--- src/rtl/lei_pkg.sv ---
`timescale 1ns / 1ps

package lei_pkg;

  localparam int WORD_WIDTH_DEF = 32;
  localparam int FRAC_BITS_DEF  = 24;

  localparam int IN_TDATA_W  = 8;
  localparam int OUT_TDATA_W = 104;
  localparam int CFG_ADDR_W  = 3;
  localparam int CFG_DATA_W  = 32;

  localparam int STEP_W = 5;
  localparam logic [STEP_W-1:0] STEP_LAST = 5'd17;

  localparam logic [30:0] SIGMA_RST   = 31'd167772160;
  localparam logic [30:0] RHO_RST     = 31'd469762048;
  localparam logic [30:0] BETA_RST    = 31'd44739243;
  localparam logic [24:0] DT_RST      = 25'd167772;
  localparam logic [31:0] START_X_RST = 32'd1677722;
  localparam logic [31:0] START_Y_RST = 32'd0;
  localparam logic [31:0] START_Z_RST = 32'd0;
  localparam logic [24:0] SCALE_RST   = 25'd335544;

  typedef enum logic [CFG_ADDR_W-1:0] {
    REG_SIGMA   = 3'd0,
    REG_RHO     = 3'd1,
    REG_BETA    = 3'd2,
    REG_DT      = 3'd3,
    REG_START_X = 3'd4,
    REG_START_Y = 3'd5,
    REG_START_Z = 3'd6,
    REG_SCALE   = 3'd7
  } reg_idx_t;

  typedef enum logic [1:0] {
    OP_NOP,
    OP_ADD,
    OP_SUB,
    OP_MUL
  } op_t;

  typedef enum logic [3:0] {
    SRC_X,
    SRC_Y,
    SRC_Z,
    SRC_T0,
    SRC_T1,
    SRC_T2,
    SRC_SIGMA,
    SRC_RHO,
    SRC_BETA,
    SRC_DT,
    SRC_SCALE
  } src_t;

  typedef enum logic [3:0] {
    DST_NONE,
    DST_X,
    DST_Y,
    DST_Z,
    DST_T0,
    DST_T1,
    DST_T2,
    DST_OX,
    DST_OY
  } dst_t;

  typedef enum logic [1:0] {
    SEQ_WAIT_IN,
    SEQ_NEXT,
    SEQ_PUSH
  } seq_t;

  typedef struct packed {
    op_t  op;
    src_t a;
    src_t b;
    dst_t dst;
    logic sat_en;
    seq_t seq;
  } ctrl_t;

  function automatic ctrl_t cw(input op_t op, input src_t a, input src_t b, input dst_t dst,
                               input logic sat_en, input seq_t seq);
    ctrl_t c;
    c.op     = op;
    c.a      = a;
    c.b      = b;
    c.dst    = dst;
    c.sat_en = sat_en;
    c.seq    = seq;
    return c;
  endfunction

  // dz first, then dy, then dx; x, y, z updated only once all derivatives exist
  function automatic ctrl_t ucode(input logic [STEP_W-1:0] s);
    ctrl_t c;
    case (s)
      5'd0:    c = cw(OP_NOP, SRC_X,     SRC_X,     DST_NONE, 1'b0, SEQ_WAIT_IN);
      5'd1:    c = cw(OP_MUL, SRC_X,     SRC_Y,     DST_T0,   1'b1, SEQ_NEXT);
      5'd2:    c = cw(OP_MUL, SRC_BETA,  SRC_Z,     DST_T1,   1'b1, SEQ_NEXT);
      5'd3:    c = cw(OP_SUB, SRC_T0,    SRC_T1,    DST_T2,   1'b1, SEQ_NEXT);
      5'd4:    c = cw(OP_SUB, SRC_RHO,   SRC_Z,     DST_T0,   1'b1, SEQ_NEXT);
      5'd5:    c = cw(OP_MUL, SRC_X,     SRC_T0,    DST_T0,   1'b1, SEQ_NEXT);
      5'd6:    c = cw(OP_SUB, SRC_T0,    SRC_Y,     DST_T1,   1'b1, SEQ_NEXT);
      5'd7:    c = cw(OP_SUB, SRC_Y,     SRC_X,     DST_T0,   1'b1, SEQ_NEXT);
      5'd8:    c = cw(OP_MUL, SRC_SIGMA, SRC_T0,    DST_T0,   1'b1, SEQ_NEXT);
      5'd9:    c = cw(OP_MUL, SRC_T0,    SRC_DT,    DST_T0,   1'b1, SEQ_NEXT);
      5'd10:   c = cw(OP_ADD, SRC_X,     SRC_T0,    DST_X,    1'b1, SEQ_NEXT);
      5'd11:   c = cw(OP_MUL, SRC_T1,    SRC_DT,    DST_T1,   1'b1, SEQ_NEXT);
      5'd12:   c = cw(OP_ADD, SRC_Y,     SRC_T1,    DST_Y,    1'b1, SEQ_NEXT);
      5'd13:   c = cw(OP_MUL, SRC_T2,    SRC_DT,    DST_T2,   1'b1, SEQ_NEXT);
      5'd14:   c = cw(OP_ADD, SRC_Z,     SRC_T2,    DST_Z,    1'b1, SEQ_NEXT);
      5'd15:   c = cw(OP_MUL, SRC_X,     SRC_SCALE, DST_OX,   1'b0, SEQ_NEXT);
      5'd16:   c = cw(OP_MUL, SRC_Y,     SRC_SCALE, DST_OY,   1'b0, SEQ_NEXT);
      5'd17:   c = cw(OP_MUL, SRC_Z,     SRC_SCALE, DST_NONE, 1'b0, SEQ_PUSH);
      default: c = cw(OP_NOP, SRC_X,     SRC_X,     DST_NONE, 1'b0, SEQ_WAIT_IN);
    endcase
    return c;
  endfunction

endpackage

--- src/rtl/lorenz_euler_integrator.sv ---
`timescale 1ns / 1ps

// Lorenz attractor point generator, forward Euler, signed fixed point.
// Input stream (s_*): one word per time step; s_tdata[0] is restart, which
// reloads x, y, z from start_x, start_y, start_z before the step.
// Output stream (m_*): one word per input word holding the new point times
// display_scale, each axis clipped to 32 bits, and the saturated flag.
// Configuration: cfg_we writes cfg_wdata to register cfg_addr at the clock
// edge; write only while the block is idle.
// Sequencing: a short microprogram drives one shared saturating add/subtract
// and multiply unit, one operation per cycle unless the last step is held.
// An accepted word passes through the steps in order; the step counter
// returns to its wait step at the same edge at which the result is
// registered, and the next word can be taken in the cycle after that.
// The output word sits in its own register: while the receiver stalls the
// last step holds, and a new input word is taken as soon as the result has
// moved into that register.
// Reset (rst, synchronous): registers take their default values, x, y, z
// take the start values, and both streams go idle.
module lorenz_euler_integrator #(
  parameter int WORD_WIDTH = lei_pkg::WORD_WIDTH_DEF,
  parameter int FRAC_BITS  = lei_pkg::FRAC_BITS_DEF
) (
  input  logic                            clk,
  input  logic                            rst,
  input  logic                            s_tvalid,
  output logic                            s_tready,
  input  logic [lei_pkg::IN_TDATA_W-1:0]  s_tdata,   // [0] restart
  output logic                            m_tvalid,
  input  logic                            m_tready,
  // [31:0] point_x, [63:32] point_y, [95:64] point_z, [96] saturated
  output logic [lei_pkg::OUT_TDATA_W-1:0] m_tdata,
  input  logic                            cfg_we,
  input  logic [lei_pkg::CFG_ADDR_W-1:0]  cfg_addr,
  input  logic [lei_pkg::CFG_DATA_W-1:0]  cfg_wdata
);
  import lei_pkg::*;

  localparam int W   = WORD_WIDTH;
  localparam int F   = FRAC_BITS;
  localparam int XW0 = (2 * W - F > W + 1) ? 2 * W - F : W + 1;
  localparam int XW  = (XW0 > 33) ? XW0 : 33;
  localparam int OW  = (W > 32) ? W : 32;

  function automatic logic [W:0] clampw(input logic signed [XW-1:0] v);
    logic [XW-W:0] hi;
    logic          ovf;
    logic [W-1:0]  r;
    hi  = v[XW-1:W-1];
    ovf = !((&hi) || !(|hi));
    if (!ovf) begin
      r = v[W-1:0];
    end else if (v[XW-1]) begin
      r = {1'b1, {(W-1){1'b0}}};
    end else begin
      r = {1'b0, {(W-1){1'b1}}};
    end
    return {ovf, r};
  endfunction

  function automatic logic signed [W-1:0] reg_word(input logic [31:0] r, input logic sgn);
    logic signed [32:0] v;
    logic [W:0]         c;
    v = sgn ? $signed({r[31], r}) : $signed({1'b0, r});
    c = clampw(XW'(v));
    return c[W-1:0];
  endfunction

  function automatic logic [31:0] out32(input logic signed [W-1:0] v);
    logic signed [OW-1:0] e;
    logic [OW-32:0]       hi;
    logic [31:0]          r;
    e  = OW'(v);
    hi = e[OW-1:31];
    if ((&hi) || !(|hi)) begin
      r = e[31:0];
    end else if (e[OW-1]) begin
      r = 32'h8000_0000;
    end else begin
      r = 32'h7fff_ffff;
    end
    return r;
  endfunction

  logic [30:0] sigma_coef;
  logic [30:0] rho_coef;
  logic [30:0] beta_coef;
  logic [24:0] time_step;
  logic [31:0] start_x;
  logic [31:0] start_y;
  logic [31:0] start_z;
  logic [24:0] display_scale;

  logic signed [W-1:0] x, y, z, t0, t1, t2, ox, oy;
  logic                sat;
  logic [STEP_W-1:0]   step;

  ctrl_t                  ctrl;
  logic signed [W-1:0]    opa, opb;
  logic signed [2*W-1:0]  prod;
  logic signed [2*W-F-1:0] prod_sh;
  logic signed [XW-1:0]   wide;
  logic [W:0]             res;
  logic signed [W-1:0]    alu_val;
  logic                   alu_ovf;
  logic                   accept_in;
  logic                   out_free;
  logic                   push_out;

  function automatic logic signed [W-1:0] operand(input src_t s);
    logic signed [W-1:0] v;
    case (s)
      SRC_X:     v = x;
      SRC_Y:     v = y;
      SRC_Z:     v = z;
      SRC_T0:    v = t0;
      SRC_T1:    v = t1;
      SRC_T2:    v = t2;
      SRC_SIGMA: v = reg_word({1'b0, sigma_coef}, 1'b0);
      SRC_RHO:   v = reg_word({1'b0, rho_coef}, 1'b0);
      SRC_BETA:  v = reg_word({1'b0, beta_coef}, 1'b0);
      SRC_DT:    v = reg_word({7'd0, time_step}, 1'b0);
      SRC_SCALE: v = reg_word({7'd0, display_scale}, 1'b0);
      default:   v = '0;
    endcase
    return v;
  endfunction

  always_comb begin
    ctrl    = ucode(step);
    opa     = operand(ctrl.a);
    opb     = operand(ctrl.b);
    prod    = (2 * W)'(opa) * (2 * W)'(opb);
    prod_sh = prod[2*W-1:F];
    case (ctrl.op)
      OP_ADD:  wide = XW'(opa) + XW'(opb);
      OP_SUB:  wide = XW'(opa) - XW'(opb);
      OP_MUL:  wide = XW'(prod_sh);
      default: wide = '0;
    endcase
    res     = clampw(wide);
    alu_val = res[W-1:0];
    alu_ovf = res[W];
  end

  assign s_tready  = (ctrl.seq == SEQ_WAIT_IN);
  assign accept_in = s_tvalid && s_tready;
  assign out_free  = !m_tvalid || m_tready;
  assign push_out  = (ctrl.seq == SEQ_PUSH) && out_free;

  always_ff @(posedge clk) begin
    if (rst) begin
      sigma_coef    <= SIGMA_RST;
      rho_coef      <= RHO_RST;
      beta_coef     <= BETA_RST;
      time_step     <= DT_RST;
      start_x       <= START_X_RST;
      start_y       <= START_Y_RST;
      start_z       <= START_Z_RST;
      display_scale <= SCALE_RST;
      x             <= reg_word(START_X_RST, 1'b1);
      y             <= reg_word(START_Y_RST, 1'b1);
      z             <= reg_word(START_Z_RST, 1'b1);
      sat           <= 1'b0;
      step          <= '0;
      m_tvalid      <= 1'b0;
      m_tdata       <= '0;
    end else begin
      if (cfg_we) begin
        case (reg_idx_t'(cfg_addr))
          REG_SIGMA:   sigma_coef    <= cfg_wdata[30:0];
          REG_RHO:     rho_coef      <= cfg_wdata[30:0];
          REG_BETA:    beta_coef     <= cfg_wdata[30:0];
          REG_DT:      time_step     <= cfg_wdata[24:0];
          REG_START_X: start_x       <= cfg_wdata;
          REG_START_Y: start_y       <= cfg_wdata;
          REG_START_Z: start_z       <= cfg_wdata;
          REG_SCALE:   display_scale <= cfg_wdata[24:0];
          default: ;
        endcase
      end

      if (push_out) begin
        m_tvalid <= 1'b1;
      end else if (m_tready) begin
        m_tvalid <= 1'b0;
      end

      case (ctrl.seq)
        SEQ_WAIT_IN: begin
          if (accept_in) begin
            step <= step + 1'b1;
            sat  <= 1'b0;
            if (s_tdata[0]) begin
              x <= reg_word(start_x, 1'b1);
              y <= reg_word(start_y, 1'b1);
              z <= reg_word(start_z, 1'b1);
            end
          end
        end
        SEQ_NEXT: begin
          step <= step + 1'b1;
          if (ctrl.sat_en && alu_ovf) begin
            sat <= 1'b1;
          end
          case (ctrl.dst)
            DST_X:   x  <= alu_val;
            DST_Y:   y  <= alu_val;
            DST_Z:   z  <= alu_val;
            DST_T0:  t0 <= alu_val;
            DST_T1:  t1 <= alu_val;
            DST_T2:  t2 <= alu_val;
            DST_OX:  ox <= alu_val;
            DST_OY:  oy <= alu_val;
            default: ;
          endcase
        end
        SEQ_PUSH: begin
          // hold here until the output register is free
          if (push_out) begin
            step    <= '0;
            m_tdata <= {7'd0, sat, out32(alu_val), out32(oy), out32(ox)};
          end
        end
        default: step <= '0;
      endcase
    end
  end

  a_accept_starts: assert property (@(posedge clk) disable iff (rst)
    accept_in |=> step == 5'd1)
    else $error("step counter did not advance after an input word");

  a_push_holds: assert property (@(posedge clk) disable iff (rst)
    (ctrl.seq == SEQ_PUSH && !out_free) |=> step == STEP_LAST)
    else $error("last step left while the output register was full");

  a_push_from_last: assert property (@(posedge clk) disable iff (rst)
    $rose(m_tvalid) |-> $past(step) == STEP_LAST)
    else $error("output word raised outside the last step");

  a_step_range: assert property (@(posedge clk) disable iff (rst)
    step <= STEP_LAST)
    else $error("step counter beyond the microprogram");

  a_no_accept_busy: assert property (@(posedge clk) disable iff (rst)
    (step != '0) |-> !s_tready)
    else $error("input taken while a step is in progress");

endmodule
--- config.mk ---
export PLATFORM = sky130hd
export DESIGN_NAME = lorenz_euler_integrator
export DESIGN_NICKNAME = d
export VERILOG_FILES = /design/src/rtl/lei_pkg.sv /design/src/rtl/lorenz_euler_integrator.sv
export SDC_FILE = /design/constraint.sdc
export NUM_CORES = 2
export LEC_CHECK = 0
export BUFFER_PORTS_ARGS = -buffer_cell sky130_fd_sc_hd__buf_2
export CORE_MARGIN = 3
export CORE_UTILIZATION = 55
export CTS_BUF_LIST = sky130_fd_sc_hd__clkbuf_2
export CTS_CLUSTER_DIAMETER = 150
export DETAILED_ROUTE_END_ITERATION = 16
export PLACE_DENSITY_LB_ADDON = 0.15
export SYNTH_ARGS = -nofsm -noshare
export SYNTH_HDL_FRONTEND = slang
export SYNTH_SLANG_ARGS = --single-unit
--- constraint.sdc ---
create_clock -name clk -period 14.71 [get_ports clk]
set_input_delay 2.942 -clock clk [delete_from_list [all_inputs] [get_ports clk]]
set_output_delay 2.942 -clock clk [all_outputs]
set_load 0.03 [all_outputs]
# ---- Word level (Yosys, flattened, before mapping)
# Memories as Yosys holds them, arrays and structs flattened. A register that Yosys moved wholly into a read port is not among the register bits.
# Index checks and enable logic that the tools add are counted.
dict set report totals {
  latch_bits 0
  register_bits 599
  ram_bits 0
  output_inout_bits 106
  input_bits 48
  wordCells 135
  mem_count 1
  rom_bits 544
}
# memory depth width read_ports rd_clocked_by_memory_dff write_ports line_no
set mem_list {}
lappend mem_list {{(no name shown)} 32 17 1 1 0 lei_pkg.sv:99} ;# case (s)
dict set report op_classes {
  n_mux 27
  n_addsub 3
  n_div 0
  n_eq_ne 47
  n_mul 1
  bitwise 1
  order_cmp 0
  n_shift 0
  n_reduce_logical 35
}
# op n
set ops {}
lappend ops {{32-bit one-hot mux with 11 select lines} 2}
lappend ops {{32-bit two-way mux} 11}
lappend ops {{32-bit one-hot mux with 2 select lines} 3}
lappend ops {{40-bit one-hot mux with 3 select lines} 1}
lappend ops {{32-bit by 32-bit multiplier with 64-bit output} 1}
lappend ops {{4-bit by 3-bit equality test with 1-bit output, second input constant} 12}
lappend ops {{32-bit by 32-bit adder with 33-bit output} 1}
lappend ops {{32-bit by 32-bit subtractor with 33-bit output} 1}
lappend ops {{4-bit equality test, second input constant} 7}
lappend ops {{4-bit by 2-bit equality test with 1-bit output, second input constant} 6}
lappend ops {{5-bit two-way mux} 4}
lappend ops {{2-bit AND reduction} 10}
lappend ops {{3-bit AND reduction} 6}
lappend ops {{5-bit one-hot mux with 3 select lines} 1}
lappend ops {{3-bit equality test, second input constant} 4}
lappend ops {{4-bit by 1-bit equality test with 1-bit output, second input constant} 3}
lappend ops {{4-bit AND reduction} 3}
lappend ops {{2-bit by 1-bit inequality test with 1-bit output, second input constant} 5}
lappend ops {{9-bit AND reduction} 1}
lappend ops {{9-bit OR reduction} 1}
lappend ops {{4-bit logical NOT} 2}
lappend ops {{2-bit equality test, second input constant} 3}
lappend ops {{3-bit by 2-bit equality test with 1-bit output, second input constant} 2}
lappend ops {{5-bit by 1-bit adder with 5-bit output, second input constant} 1}
lappend ops {{12 further kinds} 23}

# ---- Depth between registers and ports, before layout
dict set report logic_depth {
  depth_word 11
  depth_mapped 44
}

# ---- Worst setup path after synthesis
# Ideal clock, no wire load.
dict set report synth_timing {
  path_kind {reg2reg}
  startpoint {register, netlist name ctrl[7]}
  endpoint {register ox[18] (data pin)}
  stages_incl_launch_ff 40
  slack_ns 3.596
  arrival_time_ns 10.964
  setup_time_ns 0.150
  n_path_buf 9
  path_cell_list {dfxtp_1 > buf_2 > buf_1 > nand2_1 > nor3_1 > clkbuf_1 > clkbuf_1 > clkbuf_1 > a222oi_1 > nand2_1 > clkbuf_1 > nand2_1 > inv_1 > fa_1 > fa_1 > fa_1 > inv_1 > fa_1 > [... 4 more ...] > fa_1 > inv_1 > fa_1 > ha_1 > clkbuf_1 > a21o_1 > a21o_1 > a21o_1 > a21oi_1 > mux2_2 > or4b_1 > nand4b_1 > o41a_1 > nor2_4 > buf_4 > buf_6 > nand2_1 > nand2_1}
}
dict set report synth_via {
  elab_chain_len 8
}
# element line_no
set synth_rtl {}
lappend synth_rtl {{4-bit equality test (tied with other cells)} lorenz_euler_integrator.sv:112} ;# case (s)
lappend synth_rtl {{32-bit one-hot mux with 11 select lines *} lorenz_euler_integrator.sv:112}
lappend synth_rtl {{32-bit by 32-bit multiplier with 64-bit output (tied with other cells)} lorenz_euler_integrator.sv:133} ;# prod = (2 * W)'(opa) * (2 * W)'(opb);
lappend synth_rtl {{40-bit one-hot mux with 3 select lines *} lorenz_euler_integrator.sv:135} ;# case (ctrl.op)
lappend synth_rtl {{9-bit OR reduction} lorenz_euler_integrator.sv:50} ;# ovf = !((&hi) || !(|hi));
lappend synth_rtl {{1-bit logical NOT} lorenz_euler_integrator.sv:50}
lappend synth_rtl {{1-bit logical OR} lorenz_euler_integrator.sv:50}
lappend synth_rtl {{32-bit two-way mux *} lorenz_euler_integrator.sv:51} ;# if (!ovf) begin
lappend synth_rtl {{net alu_val[18]} lorenz_euler_integrator.sv:104} ;# logic signed [W-1:0] alu_val;
lappend synth_rtl {{to (signal assigned)} lorenz_euler_integrator.sv:213} ;# DST_OX: ox <= alu_val;
lappend synth_rtl {{to (decl)} lorenz_euler_integrator.sv:94} ;# logic signed [W-1:0] x, y, z, t0, t1, t2, ox, oy;
# The timed path passes the listed nets; every way through them passes the cells marked *.
# A chain may end at the register's enable or synchronous reset.

# ---- Final worst setup path
dict set report layout_timing {
  startpoint {register, netlist name ctrl[7]}
  endpoint {register x[9]}
}
dict set report layout_via {
  elab_chain_len 10
}
# element line_no
set layout_rtl {}
lappend layout_rtl {{4-bit equality test (tied with other cells)} lorenz_euler_integrator.sv:112}
lappend layout_rtl {{32-bit one-hot mux with 11 select lines *} lorenz_euler_integrator.sv:112}
lappend layout_rtl {{32-bit by 32-bit multiplier with 64-bit output (tied with other cells)} lorenz_euler_integrator.sv:133}
lappend layout_rtl {{40-bit one-hot mux with 3 select lines *} lorenz_euler_integrator.sv:135}
lappend layout_rtl {{9-bit OR reduction} lorenz_euler_integrator.sv:50}
lappend layout_rtl {{1-bit logical NOT} lorenz_euler_integrator.sv:50}
lappend layout_rtl {{1-bit logical OR} lorenz_euler_integrator.sv:50}
lappend layout_rtl {{32-bit two-way mux *} lorenz_euler_integrator.sv:51}
lappend layout_rtl {{32-bit two-way mux *} lorenz_euler_integrator.sv:206} ;# case (ctrl.dst)
lappend layout_rtl {{32-bit one-hot mux with 2 select lines *} lorenz_euler_integrator.sv:189} ;# case (ctrl.seq)
lappend layout_rtl {{to (signal assigned)} lorenz_euler_integrator.sv:161} ;# x <= reg_word(START_X_RST, 1'b1);
lappend layout_rtl {{to (signal assigned)} lorenz_euler_integrator.sv:195} ;# x <= reg_word(start_x, 1'b1);
lappend layout_rtl {{to (signal assigned)} lorenz_euler_integrator.sv:207} ;# DST_X: x <= alu_val;
lappend layout_rtl {{to (decl)} lorenz_euler_integrator.sv:94}
# Every way passes the cells marked *; elsewhere a longest branch is shown, timed or not. The select of a mux whose other input is x is not followed.

==> results.py <==
metrics = {
    "timing": {
        "slew_viol_final": 0,
        "tightest_slew_ns": 1.43,
        "rsz0062_at_grt": "false",
        "fmax_mhz": 74.5,
        "setup_tns_ns": 0,
        "clock_skew_ns": 0.102,
        "period_minus_slack_ns": 13.43,
        "post-route-period-util_pct": 91.3,
        "max_slew_margin_pct": 4.46,
        "timing.final.hold_violations": 0,
        "setup_viol": 0,
    },
    "clock_network": {
        "clock_latency_ns": 1.39,
        "clockBufferDepth": 3,
        "cts.clk_slew.worst_paths_ns": 0.12,
        "cts_resized": 0,
        "cts_buffers": 152,
        "cts_setup_buffers": 0,
        "cts_hold_buf": 0,
        "cts_tree": "built",
        "clock-sinks": 616,
        "h-tree-depth": 4,
        "cts_root_buf": "clkbuf_2",
    },
    "die": {
        "die-area_um2": 124000,
        "initial_utilization_pct": 55.5,
        "io_pins": 154,
        "rows": 126,
        "die_width_um": 351,
        "fp.dieH_um": 351,
        "core-area_um2": 118000,
    },
    "placed_design": {
        "gp_congestion": 1.01,
        "dp_hpwl_um": 196000,
        "portBuffers": 139,
    },
    "synthesis": {
        "synth_edf_count": 160,
        "yosys_register_bits": 616,
        "synthCells": 7593,
        "netlist_area_um2": 65700,
        "synthFlopType": "dfxtp_1",
        "synthTopCellsByArea": "fa_1, dfxtp_1, nand2_1",
        "synth_area_leader_cell": "fa_1",
        "netlist.area_leader.share_pct": 33.0,
        "avgSynthCellArea_um2": 8.65,
        "async_reset_ff_share_pct": 0,
        "yosysWarnings": 0,
        "yosysSeqAreaShare_pct": 21.2,
        "synth_cell_types": 95,
    },
    "routing": {
        "wl_um": 259000,
        "first_pass_iters": 6,
        "routedWlPerCell_um": 27.9,
        "routed-via-count": 58057,
        "viasPerCell": 6.24,
        "drtAntennaViolNets": 0,
        "remaining_drc_errors": 0,
        "drtIter0Drc": 6818,
    },
    "worst_setup_path": {
        "cp-end-kind": "register",
        "r2r_start": "ctrl[7]",
        "reg2reg_slack_ns": 1.28,
        "worstRegToRegCells": 35,
        "crit_required_ns": 15.92,
        "r2r-end": "x[9]",
        "crit_arrival_ns": 14.63,
        "critPathLaunchType": "register",
        "crit_path_frequent_cell": "fa_1",
        "worstPathMaxFanout": 27,
        "crit_slowest_cell": "nand4_1",
        "worst-setup-path-type": "register to register",
        "cpPeakStageDelay_ns": 0.85,
    },
    "finish": {
        "final_nets": 9015,
        "drive_gt1_share_pct": 9.68,
        "syn_to_final_growth_pct": 6.78,
    },
    "global_route": {
        "grt.overflow.total": 0,
        "track_usage_pct": 42.3,
        "grt_pass1_wl_um": 381000,
        "grt_max_degree": 117,
        "grt_pass1_vias": 58523,
        "antenna_found_initial": 16,
    },
    "hold_path": {
        "hp-class": "register to register",
        "whs_endpoint": "m_tdata[22]",
        "hold_path_depth": 2,
        "worstHoldStart": "ox[22]",
    },
    "flow_run": {
        "drv_cap": 0,
    },
    "run_status": {
        "status": "completed",
    },
}
==> cell type report <==
type	count	area [um2]
fill	10829	48100
multi-input combinational	5327	45700
sequential	616	13900
inverter	1143	4300
timing repair buffer	392	2670
tap	1536	1920
clock buffer	221	1110
clock inverter	57	409
antenna	8	20.0
==> cell families (layout without fill, tap and decap cells) <==
logic type / Yosys count / after routing / share of synthesized area [%]
adders and majority gates: 1335 / 1335 / 37.8
AOI/OAI and AO/OA: 1373 / 1373 / 13.9
DFF: 616 / 616 / 21.2
xor gates and xnor gates: 66 / 66 / 0.880
buffers and inverters: 1656 / 1813 / 9.64
and+or+nand+nor: 2520 / 2520 / 16.1
other: 1 / 15 / 0.00571
muxes: 26 / 26 / 0.459
==> placed cells by master, fill, tap and decap left out, drive strengths merged, types with 135 or more instances in the layout <==
cell type  count
buf          391
dfxtp        456
nand2       1421
a21oi        428
nor2         611
ha           252
edfxtp       160
nand3        174
inv         1135
clkbuf       222
a22oi        135
fa          1083
o21ai        226
==> through the flow <==
step	setup slack (ns)	utilization [%]	hold slack, ns	cells	instance area, um2
2_1_floorplan	3.60	-	0.426	7599	65700
3_3_place_gp	1.81	58.0	0.437	9014	68600
3_5_place_dp	1.73	58.0	0.438	9014	68600
4_1_cts	1.67	59.3	0.442	9292	70100
5_1_grt	0.865	59.3	0.465	9295	70100
6_report	1.28	59.3	0.454	9300	70100
==> critical path, delay by kind of cell (launching register included) <==
family	cells	cell delay, ns
AO/OA/AOI/OAI	11	3.91
XOR/XNOR	1	0.33
adder cells (fa/ha/maj)	9	4.63
buffers and inverters	7	1.97
flip-flops	1	0.70
AND/OR/NAND/NOR	7	1.66
==> routing by layer <==
| layer | GRT usage (%) | routed length (um) | vias to the layer above | part of all wire, % |
|---|---|---|---|---|
| li1 | - | - | 24562 | - |
| met1 | 52.4 | 94400 | 29025 | 36 |
| met2 | 65.4 | 115000 | 3534 | 44 |
| met3 | 12.8 | 31200 | 924 | 12 |
| met4 | 25.6 | 18800 | 12 | 7.3 |
| met5 | 0 | 86 | - | 0.033 |
==> worst max-delay path by stage <==
stage / from / endpoint / cells after the start
final: ctrl[7] / x[9] / 35
after global routing: ctrl[8] / x[2] / 38
after CTS: ctrl[8] / x[9] / 38
after detailed placement: ctrl[8] / y[2] / 38
after global placement: ctrl[7] / y[10] / 35
after floorplan: ctrl[7] / ox[18] / 39
==> cell usage after synthesis (17+ instances only) <==
library cell / n
nand2_1: 1421
inv_1: 1127
fa_1: 1083
nor2_1: 610
dfxtp_1: 456
a21oi_1: 427
clkbuf_1: 420
ha_1: 252
o21ai_0: 217
nand3_1: 174
edfxtp_1: 160
a22oi_1: 135
o31ai_1: 92
a221oi_1: 65
a22o_1: 62
and3_1: 58
nor3_1: 53
nand4_1: 52
a21o_1: 47
a31oi_1: 46
xnor2_1: 41
buf_1: 39
o21a_1: 29
o22ai_1: 29
a211oi_1: 28
o21bai_1: 26
clkbuf_2: 25
xor2_1: 25
and4_1: 22
nand2b_1: 22
and2_1: 20
nor2b_1: 18
o211ai_1: 17
==> registers in the layout, summed over array words and instances (netlist names) <==
signal         count
rho_coef          31
time_step         25
m_tdata           97
start_y           32
step               5
ox                32
y                 32
x                 32
display_scale     25
ctrl              17
t2                32
start_x           32
t0                32
start_z           32
t1                32
z                 32
oy                32
m_tvalid           1
sat                1
sigma_coef        31
beta_coef         31
Power is not shown: default switching activity piles up to over one toggle a cycle in this logic, so the estimate is an artifact.
